### config.mk
export PLATFORM = sky130hd
export DESIGN_NAME = turn_angle_histogram_unit
export DESIGN_NICKNAME = d
export VERILOG_FILES = /design/src/rtl/tah_pkg.sv /design/src/rtl/turn_angle_histogram_unit.sv /design/src/rtl/tah_cordic.sv /design/src/rtl/tah_store.sv
export SDC_FILE = /design/constraint.sdc
export NUM_CORES = 2
export LEC_CHECK = 0
export ABC_AREA = 1
export BUFFER_PORTS_ARGS = -buffer_cell sky130_fd_sc_hd__buf_4
export CAP_MARGIN = 20
export CORE_MARGIN = 5
export CORE_UTILIZATION = 30
export CTS_CLUSTER_DIAMETER = 60
export CTS_CLUSTER_SIZE = 8
export DETAILED_ROUTE_END_ITERATION = 8
export GPL_ROUTABILITY_DRIVEN = 0
export PLACE_DENSITY = 0.56
export SLEW_MARGIN = 10
export SYNTH_ARGS = -nofsm -noshare
export SYNTH_HDL_FRONTEND = slang
export SYNTH_HIERARCHICAL = 1
export SYNTH_SLANG_ARGS = --single-unit
### constraint.sdc
create_clock -name aclk -period 7.95 [get_ports aclk]
set_input_delay 1.1925 -clock aclk [delete_from_list [all_inputs] [get_ports aclk]]
set_output_delay 1.1925 -clock aclk [all_outputs]
set_load 0.01 [all_outputs]
### src/rtl/tah_pkg.sv
`default_nettype none
package tah_pkg;
    localparam int MAX_CLASSES_DEF = 64;
    localparam int COORD_WIDTH_DEF = 16;
    localparam int ANGLE_WIDTH_DEF = 16;
    localparam int COUNT_WIDTH_DEF = 16;
    localparam int CORDIC_STEPS    = 24;
    localparam int STEP_W          = 5;
    localparam int BINCFG_W        = 7;
    localparam logic [BINCFG_W-1:0] BINCFG_RESET = 7'd64;

    function automatic logic [31:0] arc_lookup(input logic [STEP_W-1:0] i);
        logic [31:0] r;
        unique case (i)
            5'd0:  r = 32'd536870912;
            5'd1:  r = 32'd316933406;
            5'd2:  r = 32'd167458907;
            5'd3:  r = 32'd85004756;
            5'd4:  r = 32'd42667331;
            5'd5:  r = 32'd21354465;
            5'd6:  r = 32'd10680862;
            5'd7:  r = 32'd5340245;
            5'd8:  r = 32'd2670163;
            5'd9:  r = 32'd1335087;
            5'd10: r = 32'd667544;
            5'd11: r = 32'd333772;
            5'd12: r = 32'd166886;
            5'd13: r = 32'd83443;
            5'd14: r = 32'd41722;
            5'd15: r = 32'd20861;
            5'd16: r = 32'd10430;
            5'd17: r = 32'd5215;
            5'd18: r = 32'd2608;
            5'd19: r = 32'd1304;
            5'd20: r = 32'd652;
            5'd21: r = 32'd326;
            5'd22: r = 32'd163;
            5'd23: r = 32'd81;
            default: r = 32'd0;
        endcase
        return r;
    endfunction
endpackage
`default_nettype wire

### src/rtl/turn_angle_histogram_unit.sv
`default_nettype none
// Turning-angle histogram. Send the vertices of a closed polygon, the last one with tlast.
// A vertex after the second passes through the accepting cycle, the 24-step iterative cordic
// of the incoming edge direction, then a read-modify-write of the class memory (ST_RD,
// ST_RMW, ST_WR). The second vertex only sets the opening direction, and the first only
// stores the start point. A zero-length edge skips the cordic iterations. In a polygon of
// three or more vertices the closing vertex adds a second direction, two updates and one
// beat per class in use (bin_count); every closing vertex then starts a clear sweep over
// the class memory. After reset the same clear sweep runs before the first vertex is taken.
// Each beat on m_ carries one class; tlast marks the last class.
module turn_angle_histogram_unit #(
    parameter int MAX_CLASSES = tah_pkg::MAX_CLASSES_DEF,
    parameter int COORD_WIDTH = tah_pkg::COORD_WIDTH_DEF,
    parameter int ANGLE_WIDTH = tah_pkg::ANGLE_WIDTH_DEF
) (
    input  wire logic        aclk,
    input  wire logic        aresetn,
    input  wire logic        cfg_wr_en,
    input  wire logic [6:0]  cfg_wr_data,
    input  wire logic        s_tvalid,
    output logic             s_tready,
    input  wire logic [2*COORD_WIDTH-1:0] s_tdata, // vertex_x, vertex_y
    input  wire logic        s_tlast,             // closes_polygon
    output logic             m_tvalid,
    input  wire logic        m_tready,
    output logic [39:0]      m_tdata,             // bin_index, bin_hits, vertex_total
    output logic             m_tlast              // final_bin
);
    import tah_pkg::*;
    localparam int COUNT_WIDTH = COUNT_WIDTH_DEF;
    localparam int IDX_W = (MAX_CLASSES > 1) ? $clog2(MAX_CLASSES) : 1;
    localparam int CNT_W = IDX_W + 1;

    localparam logic [3:0] ST_CLEAR = 4'd0, ST_IDLE = 4'd1, ST_DIR = 4'd2, ST_RD = 4'd3,
                           ST_RMW = 4'd4, ST_WR = 4'd5, ST_CDIR = 4'd6, ST_EMIT = 4'd7,
                           ST_EWAIT = 4'd8, ST_OUT = 4'd9;
    localparam logic [1:0] PH_EDGE = 2'd0, PH_CLOSE = 2'd1, PH_OPEN = 2'd2;

    logic [3:0] st_reg, st_next;
    logic [BINCFG_W-1:0] bincfg_reg;
    logic signed [COORD_WIDTH-1:0] fx_reg, fy_reg, px_reg, py_reg, vx, vy;
    logic [ANGLE_WIDTH-1:0] open_reg, inc_reg, cdir_reg;
    logic [15:0] seen_reg, seen_next;
    logic last_reg;
    logic [1:0] phase_reg;
    logic [IDX_W-1:0] k_reg, bin_reg;
    logic [CNT_W-1:0] n_use;

    logic cstart, cdone;
    logic signed [COORD_WIDTH:0] cdx, cdy;
    logic [ANGLE_WIDTH-1:0] cang;

    logic [IDX_W-1:0] rd_addr, wr_addr;
    logic [COUNT_WIDTH-1:0] rd_data, wr_data;
    logic wr_en;

    logic [ANGLE_WIDTH-1:0] a_in, a_out, ang;
    logic [ANGLE_WIDTH+CNT_W-1:0] prod;
    logic [CNT_W-1:0] bsel;

    logic [5:0]  o_idx_reg;
    logic [15:0] o_hits_reg, o_tot_reg;
    logic        o_last_reg, o_valid_reg;

    assign vx = s_tdata[COORD_WIDTH-1:0];
    assign vy = s_tdata[2*COORD_WIDTH-1:COORD_WIDTH];

    always_comb begin
        if (bincfg_reg == '0) n_use = CNT_W'(1);
        else if (bincfg_reg > BINCFG_W'(MAX_CLASSES)) n_use = CNT_W'(MAX_CLASSES);
        else n_use = CNT_W'(bincfg_reg);
    end

    tah_cordic #(.COORD_WIDTH(COORD_WIDTH), .ANGLE_WIDTH(ANGLE_WIDTH)) u_cordic (
        .aclk(aclk), .aresetn(aresetn), .start(cstart), .dx(cdx), .dy(cdy),
        .done(cdone), .angle(cang)
    );

    tah_store #(.MAX_CLASSES(MAX_CLASSES), .COUNT_WIDTH(COUNT_WIDTH)) u_store (
        .aclk(aclk), .rd_addr(rd_addr), .rd_data(rd_data),
        .wr_en(wr_en), .wr_addr(wr_addr), .wr_data(wr_data)
    );

    // class of the pending tally, from the latest cordic angle or the closing pair
    always_comb begin
        if (st_reg == ST_RD && phase_reg == PH_OPEN) begin
            a_in = cdir_reg;
            a_out = open_reg;
        end else begin
            a_in = inc_reg;
            a_out = cdir_reg;
        end
        ang  = ANGLE_WIDTH'(1 << (ANGLE_WIDTH - 1)) + a_in - a_out;
        prod = (ANGLE_WIDTH+CNT_W)'(ang) * (ANGLE_WIDTH+CNT_W)'(n_use);
        bsel = prod[ANGLE_WIDTH +: CNT_W];
        if (bsel >= n_use) bsel = n_use - 1'b1;
    end

    assign s_tready = (st_reg == ST_IDLE);
    wire s_fire = s_tvalid && s_tready;
    wire m_free = !o_valid_reg || m_tready;

    always_comb begin
        st_next = st_reg;
        seen_next = (seen_reg == 16'hFFFF) ? seen_reg : seen_reg + 1'b1;
        cstart = 1'b0;
        cdx = '0;
        cdy = cdx;
        rd_addr = bin_reg;
        wr_en = 1'b0;
        wr_addr = bin_reg;
        wr_data = (rd_data == '1) ? rd_data : rd_data + 1'b1;
        unique case (st_reg)
            ST_CLEAR: begin
                wr_en = 1'b1;
                wr_addr = k_reg;
                wr_data = '0;
                if (k_reg == IDX_W'(MAX_CLASSES - 1)) st_next = ST_IDLE;
            end
            ST_IDLE: begin
                cdx = {vx[COORD_WIDTH-1], vx} - {px_reg[COORD_WIDTH-1], px_reg};
                cdy = {vy[COORD_WIDTH-1], vy} - {py_reg[COORD_WIDTH-1], py_reg};
                if (s_fire) begin
                    if (seen_reg != 16'd0) begin
                        cstart = 1'b1;
                        st_next = ST_DIR;
                    end else if (s_tlast) begin
                        st_next = ST_CLEAR;
                    end
                end
            end
            ST_DIR: begin
                if (cdone) begin
                    if (seen_reg >= 16'd3) st_next = ST_RD;
                    else if (last_reg && seen_reg >= 16'd3) st_next = ST_RD;
                    else if (last_reg) st_next = ST_CLEAR;
                    else st_next = ST_IDLE;
                end
            end
            ST_RD: begin
                rd_addr = bsel[IDX_W-1:0];
                st_next = ST_RMW;
            end
            ST_RMW: st_next = ST_WR;
            ST_WR: begin
                wr_en = 1'b1;
                if (!last_reg) st_next = ST_IDLE;
                else if (phase_reg == PH_EDGE) begin
                    cstart = 1'b1;
                    cdx = {fx_reg[COORD_WIDTH-1], fx_reg} - {px_reg[COORD_WIDTH-1], px_reg};
                    cdy = {fy_reg[COORD_WIDTH-1], fy_reg} - {py_reg[COORD_WIDTH-1], py_reg};
                    st_next = ST_CDIR;
                end else if (phase_reg == PH_CLOSE) begin
                    st_next = ST_RD;
                end else begin
                    st_next = ST_EMIT;
                end
            end
            ST_CDIR: if (cdone) st_next = ST_RD;
            ST_EMIT: begin
                rd_addr = k_reg;
                st_next = ST_EWAIT;
            end
            ST_EWAIT: begin
                rd_addr = k_reg;
                if (m_free) st_next = ST_OUT;
            end
            ST_OUT: begin
                rd_addr = k_reg;
                if (m_free) st_next = o_last_reg ? ST_CLEAR : ST_EMIT;
            end
            default: st_next = ST_CLEAR;
        endcase
    end

    // sequencer; closing runs tally(inc, cdir) then tally(cdir, open), then emits
    always_ff @(posedge aclk) begin
        if (!aresetn) begin
            st_reg <= ST_CLEAR;
            k_reg <= '0;
            bincfg_reg <= BINCFG_RESET;
            seen_reg <= '0;
            last_reg <= 1'b0;
            phase_reg <= PH_EDGE;
            o_valid_reg <= 1'b0;
            fx_reg <= '0; fy_reg <= '0; px_reg <= '0; py_reg <= '0;
            open_reg <= '0; inc_reg <= '0;
        end else begin
            if (cfg_wr_en) bincfg_reg <= cfg_wr_data;
            if (st_reg == ST_EWAIT && m_free) o_valid_reg <= 1'b1;
            else if (m_tready) o_valid_reg <= 1'b0;
            unique case (st_reg)
                ST_CLEAR: begin
                    k_reg <= (k_reg == IDX_W'(MAX_CLASSES - 1)) ? '0 : k_reg + 1'b1;
                    seen_reg <= '0;
                    last_reg <= 1'b0;
                    phase_reg <= PH_EDGE;
                    fx_reg <= '0; fy_reg <= '0; px_reg <= '0; py_reg <= '0;
                    open_reg <= '0; inc_reg <= '0;
                end
                ST_IDLE: begin
                    if (s_fire) begin
                        if (seen_reg == 16'd0) begin
                            fx_reg <= vx;
                            fy_reg <= vy;
                        end
                        px_reg <= vx;
                        py_reg <= vy;
                        seen_reg <= seen_next;
                        last_reg <= s_tlast;
                        k_reg <= '0;
                    end
                end
                ST_DIR: begin
                    if (cdone) begin
                        cdir_reg <= cang;
                        if (seen_reg == 16'd2) open_reg <= cang;
                        if (seen_reg < 16'd3) begin
                            inc_reg <= cang;
                        end
                    end
                end
                ST_RD: bin_reg <= bsel[IDX_W-1:0];
                ST_RMW: ;
                ST_WR: begin
                    if (phase_reg == PH_EDGE) inc_reg <= cdir_reg;
                    if (phase_reg == PH_CLOSE) phase_reg <= PH_OPEN;
                end
                ST_CDIR: begin
                    if (cdone) begin
                        cdir_reg <= cang;
                        phase_reg <= PH_CLOSE;
                    end
                end
                ST_EMIT: ;
                ST_EWAIT: begin
                    if (m_free) begin
                        o_idx_reg <= 6'(k_reg);
                        o_hits_reg <= 16'(rd_data);
                        o_tot_reg <= seen_reg;
                        o_last_reg <= (CNT_W'(k_reg) + 1'b1 == n_use);
                    end
                end
                ST_OUT: begin
                    if (m_free) begin
                        if (o_last_reg) begin
                            k_reg <= '0;
                        end else begin
                            k_reg <= k_reg + 1'b1;
                        end
                    end
                end
                default: ;
            endcase
            st_reg <= st_next;
        end
    end

    // the closing pair: first tally uses inc vs closing dir, second closing dir vs opening
    always_comb begin
        m_tvalid = o_valid_reg;
        m_tdata  = {2'b00, o_tot_reg, o_hits_reg, o_idx_reg};
        m_tlast  = o_last_reg;
    end
endmodule
`default_nettype wire

### src/rtl/tah_cordic.sv
`default_nettype none
module tah_cordic #(
    parameter int COORD_WIDTH = tah_pkg::COORD_WIDTH_DEF,
    parameter int ANGLE_WIDTH = tah_pkg::ANGLE_WIDTH_DEF
) (
    input  wire logic                      aclk,
    input  wire logic                      aresetn,
    input  wire logic                      start,
    input  wire logic signed [COORD_WIDTH:0] dx,
    input  wire logic signed [COORD_WIDTH:0] dy,
    output logic                           done,
    output logic [ANGLE_WIDTH-1:0]         angle
);
    import tah_pkg::*;
    // differences scaled by 2^24 and grown by the cordic gain
    localparam int XW = COORD_WIDTH + 1 + 24 + 3;

    logic signed [XW-1:0] x_reg, x_next, y_reg, y_next, xs, ys;
    logic [31:0]          z_reg, z_next, zr;
    logic [STEP_W-1:0]    i_reg, i_next;
    logic                 busy_reg, busy_next, done_reg, done_next;
    logic signed [COORD_WIDTH+1:0] ax, ay;

    always_comb begin
        x_next = x_reg;
        y_next = y_reg;
        z_next = z_reg;
        i_next = i_reg;
        busy_next = busy_reg;
        done_next = 1'b0;
        ax = {dx[COORD_WIDTH], dx};
        ay = {dy[COORD_WIDTH], dy};
        xs = x_reg >>> i_reg;
        ys = y_reg >>> i_reg;
        if (start) begin
            if (dx == '0 && dy == '0) begin
                z_next = '0;
                busy_next = 1'b0;
                done_next = 1'b1;
            end else begin
                if (dx < 0) begin
                    ax = -ax;
                    ay = -ay;
                    z_next = 32'h8000_0000;
                end else begin
                    z_next = '0;
                end
                x_next = XW'(ax) <<< 24;
                y_next = XW'(ay) <<< 24;
                i_next = '0;
                busy_next = 1'b1;
            end
        end else if (busy_reg) begin
            if (y_reg > 0) begin
                x_next = x_reg + ys;
                y_next = y_reg - xs;
                z_next = z_reg + arc_lookup(i_reg);
            end else begin
                x_next = x_reg - ys;
                y_next = y_reg + xs;
                z_next = z_reg - arc_lookup(i_reg);
            end
            i_next = i_reg + 1'b1;
            if (i_reg == STEP_W'(CORDIC_STEPS - 1)) begin
                busy_next = 1'b0;
                done_next = 1'b1;
            end
        end
    end

    always_ff @(posedge aclk) begin
        if (!aresetn) begin
            busy_reg <= 1'b0;
            done_reg <= 1'b0;
        end else begin
            busy_reg <= busy_next;
            done_reg <= done_next;
        end
        x_reg <= x_next;
        y_reg <= y_next;
        z_reg <= z_next;
        i_reg <= i_next;
    end

    assign zr    = z_reg + (32'd1 << (31 - ANGLE_WIDTH));
    assign done  = done_reg;
    assign angle = zr[31 -: ANGLE_WIDTH];
endmodule
`default_nettype wire

### src/rtl/tah_store.sv
`default_nettype none
module tah_store #(
    parameter int MAX_CLASSES = tah_pkg::MAX_CLASSES_DEF,
    parameter int COUNT_WIDTH = tah_pkg::COUNT_WIDTH_DEF,
    parameter int IDX_W       = (MAX_CLASSES > 1) ? $clog2(MAX_CLASSES) : 1
) (
    input  wire logic                   aclk,
    input  wire logic [IDX_W-1:0]       rd_addr,
    output logic [COUNT_WIDTH-1:0]      rd_data,
    input  wire logic                   wr_en,
    input  wire logic [IDX_W-1:0]       wr_addr,
    input  wire logic [COUNT_WIDTH-1:0] wr_data
);
    logic [COUNT_WIDTH-1:0] mem [MAX_CLASSES];

    always_ff @(posedge aclk) begin
        if (wr_en) begin
            mem[wr_addr] <= wr_data;
        end
        rd_data <= mem[rd_addr];
    end
endmodule
`default_nettype wire

Word-level counts from Yosys, hierarchy flattened
Memories as Yosys holds them, arrays and structs flattened. A register that Yosys moved wholly into a read port is not among the register bits.
Index checks and enable logic that the tools add are counted.
{"block": "word_totals", "word_cells": 230, "inputBits": 45, "mem_bits_rw": 1024, "output_inout_bits": 43, "mem_count": 3, "ff_bits": 321, "romBits": 1920}
{"block": "classes", "mul": 1, "shift": 2, "n_mux": 105, "n_reduce_logical": 36, "magnitude_cmp": 6, "add_sub_neg": 21, "n_eq_ne": 31}
{"memory": "u_store.mem", "depth": 64, "width": 16, "rd": 1, "rd_ports_with_merged_regs": 1, "wr": 1, "line_no": "tah_store.sv:14", "text": "logic [COUNT_WIDTH-1:0] mem [MAX_CLASSES];"}
{"memory": "(name not given)", "depth": 32, "width": 30, "rd": 1, "rd_ports_with_merged_regs": 1, "wr": 0, "line_no": "tah_pkg.sv:14", "text": "unique case (i)"}
{"memory": "(name not given)", "depth": 32, "width": 30, "rd": 1, "rd_ports_with_merged_regs": 1, "wr": 0, "line_no": "tah_pkg.sv:14"}
{"operator": "$mux 32", "count": 11}
{"operator": "$mux 44", "count": 8}
{"operator": "$mux 16", "count": 17}
{"operator": "$pmux 16 s2", "count": 6}
{"operator": "$add 44x44->44", "count": 2}
{"operator": "$sshr 44x5->44", "count": 2}
{"operator": "$sub 44x44->44", "count": 2}
{"operator": "$mux 17", "count": 4}
{"operator": "$pmux 17 s2", "count": 2}
{"operator": "$sub 16x16->17", "count": 4}
{"operator": "$pmux 16 s3", "count": 1}
{"operator": "$gt 44x1->1 const B", "count": 1}
{"operator": "$pmux 4 s10", "count": 1}
{"operator": "$mux 18", "count": 2}
{"operator": "$mux 6", "count": 6}
{"operator": "$neg 17->18", "count": 2}
{"operator": "$logic_not 17->1", "count": 2}
{"operator": "$add 16x1->16 const B", "count": 2}
{"operator": "$add 32x16->32 const B", "count": 1}
{"operator": "$add 32x32->32", "count": 1}
{"operator": "$eq 16x16->1 const B", "count": 2}
{"operator": "$mux 4", "count": 8}
{"operator": "$sub 32x32->32", "count": 1}
{"operator": "$mux 5", "count": 5}
{"operator": "other kinds (49)", "count": 109}

Depth between registers and ports, before layout
{"block": "logic_depth", "ltp_word": 9, "mapped_depth": 60, "ltp_nobuf": 56}

By module
The synthesis kept the hierarchy.
{"module": "tah_store", "n_inst": 1, "cells_each": 3517, "area_per_inst_um2": 42099.1, "seq_area_each_um2": 31069.8}
{"module": "tah_cordic", "n_inst": 1, "cells_each": 3726, "area_per_inst_um2": 22392.7, "seq_area_each_um2": 4394.2}
{"module": "turn_angle_histogram_unit", "n_inst": 1, "cells_each": 2230, "area_per_inst_um2": 16341.9, "seq_area_each_um2": 4494.3}

Worst setup path before layout
Ideal clock, no wire load.
{"block": "synth_timing", "kind": "register -> register", "start": "register st_reg[1]", "end": "register u_store.rd_data[0] (read register of u_store.mem)", "arrival_ns": 8.430, "path_buffers": 4, "path_slack_ns": -0.593, "required_time_ns": 7.836, "path_stages_with_launch": 56, "synth_period_minus_slack_ns": 8.543, "setup_time_ns": 0.114, "path_cell_list": "dfxtp_1 > nand2_1 > nor2_8 > nand3_4 > clkbuf_1 > nand2_1 > o21ai_0 > ha_1 > ha_1 > fa_1 > nand3_1 > nand2_1 > nand2_1 > nand3_1 > a21boi_1 > o21ai_1 > xor2_1 > inv_1 > [... 20 more ...] > a21oi_1 > o21a_1 > nand3_1 > inv_2 > nand3_1 > nand3_1 > nand2_1 > buf_2 > inv_2 > buf_2 > buf_2 > nand3_1 > nand3_1 > nand2_1 > nand2_1 > nand3_1 > nand3_1 > nand2_1"}
{"block": "synth_between", "elab_chain_cells": 9, "word_cells_on_any_way": 14, "cone_classes": "2 x add/sub; 1 x mul; 1 x order compare; 4 x eq/ne; 4 x mux; 2 x reduce/logical"}
{"item": "start: declaration", "line_no": "turn_angle_histogram_unit.sv:39", "text": "logic [3:0] st_reg, st_next;"}
{"item": "start signal: assignment", "line_no": "turn_angle_histogram_unit.sv:255", "text": "st_reg <= st_next;"}
{"item": "$eq 4x2->1", "line_no": "turn_angle_histogram_unit.sv:86, turn_angle_histogram_unit.sv:113"}
{"item": "$logic_and 1x1->1", "line_no": "turn_angle_histogram_unit.sv:86", "text": "if (st_reg == ST_RD && phase_reg == PH_OPEN) begin"}
{"item": "$mux 16", "line_no": "turn_angle_histogram_unit.sv:86"}
{"item": "$add 16x16->16", "line_no": "turn_angle_histogram_unit.sv:93", "text": "ang = ANGLE_WIDTH'(1 << (ANGLE_WIDTH - 1)) + a_in - a_out;"}
{"item": "$sub 16x16->16", "line_no": "turn_angle_histogram_unit.sv:93"}
{"item": "$mul 16x7->23", "line_no": "turn_angle_histogram_unit.sv:94", "text": "prod = (ANGLE_WIDTH+CNT_W)'(ang) * (ANGLE_WIDTH+CNT_W)'(n_use);"}
{"item": "$ge 7x7->1", "line_no": "turn_angle_histogram_unit.sv:96", "text": "if (bsel >= n_use) bsel = n_use - 1'b1;"}
{"item": "$mux 6", "line_no": "turn_angle_histogram_unit.sv:96"}
{"item": "$pmux 6 s2 (*)", "line_no": "turn_angle_histogram_unit.sv:113", "text": "unique case (st_reg)"}
{"item": "net rd_addr[1]", "line_no": "turn_angle_histogram_unit.sv:53", "text": "logic [IDX_W-1:0] rd_addr, wr_addr;"}
{"item": "end: declaration", "line_no": "tah_store.sv:9", "text": "output logic [COUNT_WIDTH-1:0] rd_data,"}
The timed path passes the listed nets; every way through them passes the cells marked *.
A chain may end at the register's enable or synchronous reset.

Final worst setup path
{"block": "layout_timing", "start": "register st_reg[2]", "end": "register u_store.rd_data[3] (read register of u_store.mem)"}
The elaborated chain is that of the path after synthesis.

==> flow_summary_export.csv <==
group,metric,value,unit
run_status,outcome,"complete, but fails checks",
run_status,violations,"negative setup slack",
run,cap_violations,0,
setup_path,crit_type,"flip-flop to flip-flop",
setup_path,startpoint_type,"flip-flop",
sta,min_period,8.73,ns
placed_design,hpwl,185000,µm
grt,grt_pass1_vias,68100,
yosys,synth-seq-area-share,49.4,%
power_and_ir_drop,peakVddDrop,0.234,mV
power_and_ir_drop,powerDensity,378,nW/µm²
sta,hold_viol_final,0,
setup_path,cp_slowest_cell,"fa_1",
clocking,clkTransAtPathRegs,0.05,ns
routing,drtIter0Drc,7174,
yosys,netlist_instances,9473,
routing,post_drt_wl_per_cell,20.4,µm
cells_and_area,largest_reg_flops,1024,
cells_and_area,multi_input_area,38000,µm²
yosys,yosysWarningCount,6,
cells_and_area,layout-drive-gt1-share,14.3,%
setup_path,path_buf_inv,8,
grt,antenna_found_initial,9,
clocking,htreeDepth,4,
clocking,cts_hold_buf,0,
cells_and_area,syn2layout_area_growth,21.6,%
yosys,ys_ff_latch,1391,
routing,final_antenna_net_count,0,
floorplan,rows,190,
clocking,clockBufferDepth,3,
clocking,clkLatencyLatePin,0.88,ns
cells_and_area,fillers,26900,
yosys,async_reset_ff_share,0,%
placed_design,post-place-ws,-1.59,ns
setup_path,cp_data_arrival_time,9.55,ns
sta,period_share,110,%
cells_and_area,final_nets,10300,
placed_design,port_buffers,85,
clocking,cts_root_buf,"clkbuf_16",
setup_path,max_stage_delay,0.58,ns
yosys,synth_ff_type,"edfxtp_1",
floorplan,dieArea,280000,µm²
floorplan,floorplan.initialDensity,30.1,%
cells_and_area,final-seq-area,40000,µm²
sta,relSlewSlack,23.1,%
setup_path,end_kind,"flip-flop",
sta,setup_slack,-0.782,ns
yosys,syn_avg_cell_area,8.53,µm²
min_path,worstHoldPathType,"flip-flop to flip-flop",
grt,overflow,0,
setup_path,crit_fanout,13,
sta,skew,0.109,ns
routing,wl,277000,µm
routing,first_pass_iters,8,
sta,rsz0062_at_grt,"true",
clocking,numCtsBuffers,200,
grt,grt_start_max_net_pins,108,
floorplan,die_width,529,µm
clocking,numClockSinks,1391,
routing,drc,0,
yosys,synth_area_leaders,"edfxtp_1 (45%), nand2_1 (12%), nand3_1 (9.1%), dfxtp_1 (4.5%), ha_1 (4.4%)",
grt,track_usage,19.0,%
routing,via_per_inst,5.22,
setup_path,worst_path_dominant_cell_family,"adder cells",
clocking,cts_tree,"built",
yosys,synth_area,80800,µm²
floorplan,die_h,529,µm
yosys,yosysTopAreaCell,"edfxtp_1",
power_and_ir_drop,p_leak,40.2,nW
yosys,synth_edf_count,1210,
sta,tns,-11.77,ns
sta,setup_violations,16,
yosys,ys_types,78,
sta,fmax,0.115,GHz
grt,grt_pass1_wl,414000,µm
sta,finalMaxSlewViolations,0,
sta,hold_ws,0.463,ns
floorplan,core-area,268000,µm²
floorplan,pin_count,88,
sta,tightest_slew,1.15,ns
routing,num_vias,70900,
yosys,yosys.area.top_type_share,45.0,%
setup_path,cp.required,8.76,ns
## power breakdown
group | internal, mW | switching [mW] | total (mW) | leakage [nW]
clock network | 4.85 | 3.31 | 8.17 | 2.87
logic | 6.52 | 12.2 | 18.7 | 24.8
registers | 9.76 | 0.453 | 10.2 | 12.6
total | 21.1 | 16.0 | 37.1 | 40.2
## cells in the mapped netlist (all sizes together) (76+ instances only)
cell / instances
o21ai: 520
nand3: 1481
nor3: 87
ha: 282
fa: 76
a21oi: 500
edfxtp: 1210
inv: 719
buf: 309
dfxtp: 181
nand2: 2685
nor2: 698
clkbuf: 115
xor2: 110
## placed cells by master, fill, tap and decap left out, drive strengths merged, types with 21 or more instances in the layout
cell type	count
nand2	2685
nand3	1481
edfxtp	1210
inv	723
nor2	698
buf	619
o21ai	520
a21oi	500
clkbuf	306
ha	282
dfxtp	181
xor2	110
nor3	87
fa	76
xnor2	65
nand4	60
a31oi	44
o21a	39
nor4	39
or2	39
a21o	32
clkinv	25
o211ai	21
o22ai	21
## what timing repair did
action	CTS	global route
gates cloned	34	11
pin swaps	115	85
buffers inserted	55	18
endpoints found under the setup margin	18	22
resized for setup	373	206
## logic make-up (layout without fill, tap and decap cells)
family	count (synthesis)	in the layout	synth area share, %
and+or+nand+nor	5113	5113	27.2
xor gates and xnor gates	175	175	1.92
buffers and inverters	1148	1691	6.34
DFF	1391	1391	49.4
other	1	9	0.00464
muxes	2	2	0.0310
AOI/OAI and AO/OA	1285	1285	8.87
adders and majority gates	358	358	6.25
## through the flow
stage	area [µm²]	util [%]	cells	power (mW)
after CTS	97100	36.2	13500	36.4
final	98300	36.7	13600	37.1
after global routing	98300	36.7	13600	39.2
after detailed placement	87900	32.8	13100	26.5
after floorplan	81200	-	9474	20.5
after global placement	87900	32.8	13100	26.3
## area by class of cell
class	instances	area share [%]
inverters	724	2.84
repair inverters	3	0.0573
diodes	7	0.0178
clock inverters	28	0.646
well taps	3552	4.52
repair buffers	641	7.14
clock buffers	295	5.51
flip-flops and latches	1391	40.6
multi-input cells	6935	38.6
## final timing paths
path	startpoint	slack (ns)	depth (start not counted)	endpoint
hold reg to reg	seen_reg[10]	0.46	0	o_tot_reg[10]
setup / recovery	st_reg[2]	-0.78	55	u_store/rd_data[3]
hold / removal	seen_reg[10]	0.46	0	o_tot_reg[10]
setup reg to reg	st_reg[2]	-0.78	55	u_store/rd_data[3]
## metal layers
layer  track usage (%)  share of wire [%]
met3              3.00                7.6
met5                 0              0.010
met4              6.23                3.5
met1              25.3                 42
met2              31.4                 47
No activity file was read; power rests on OpenSTA's default activity.
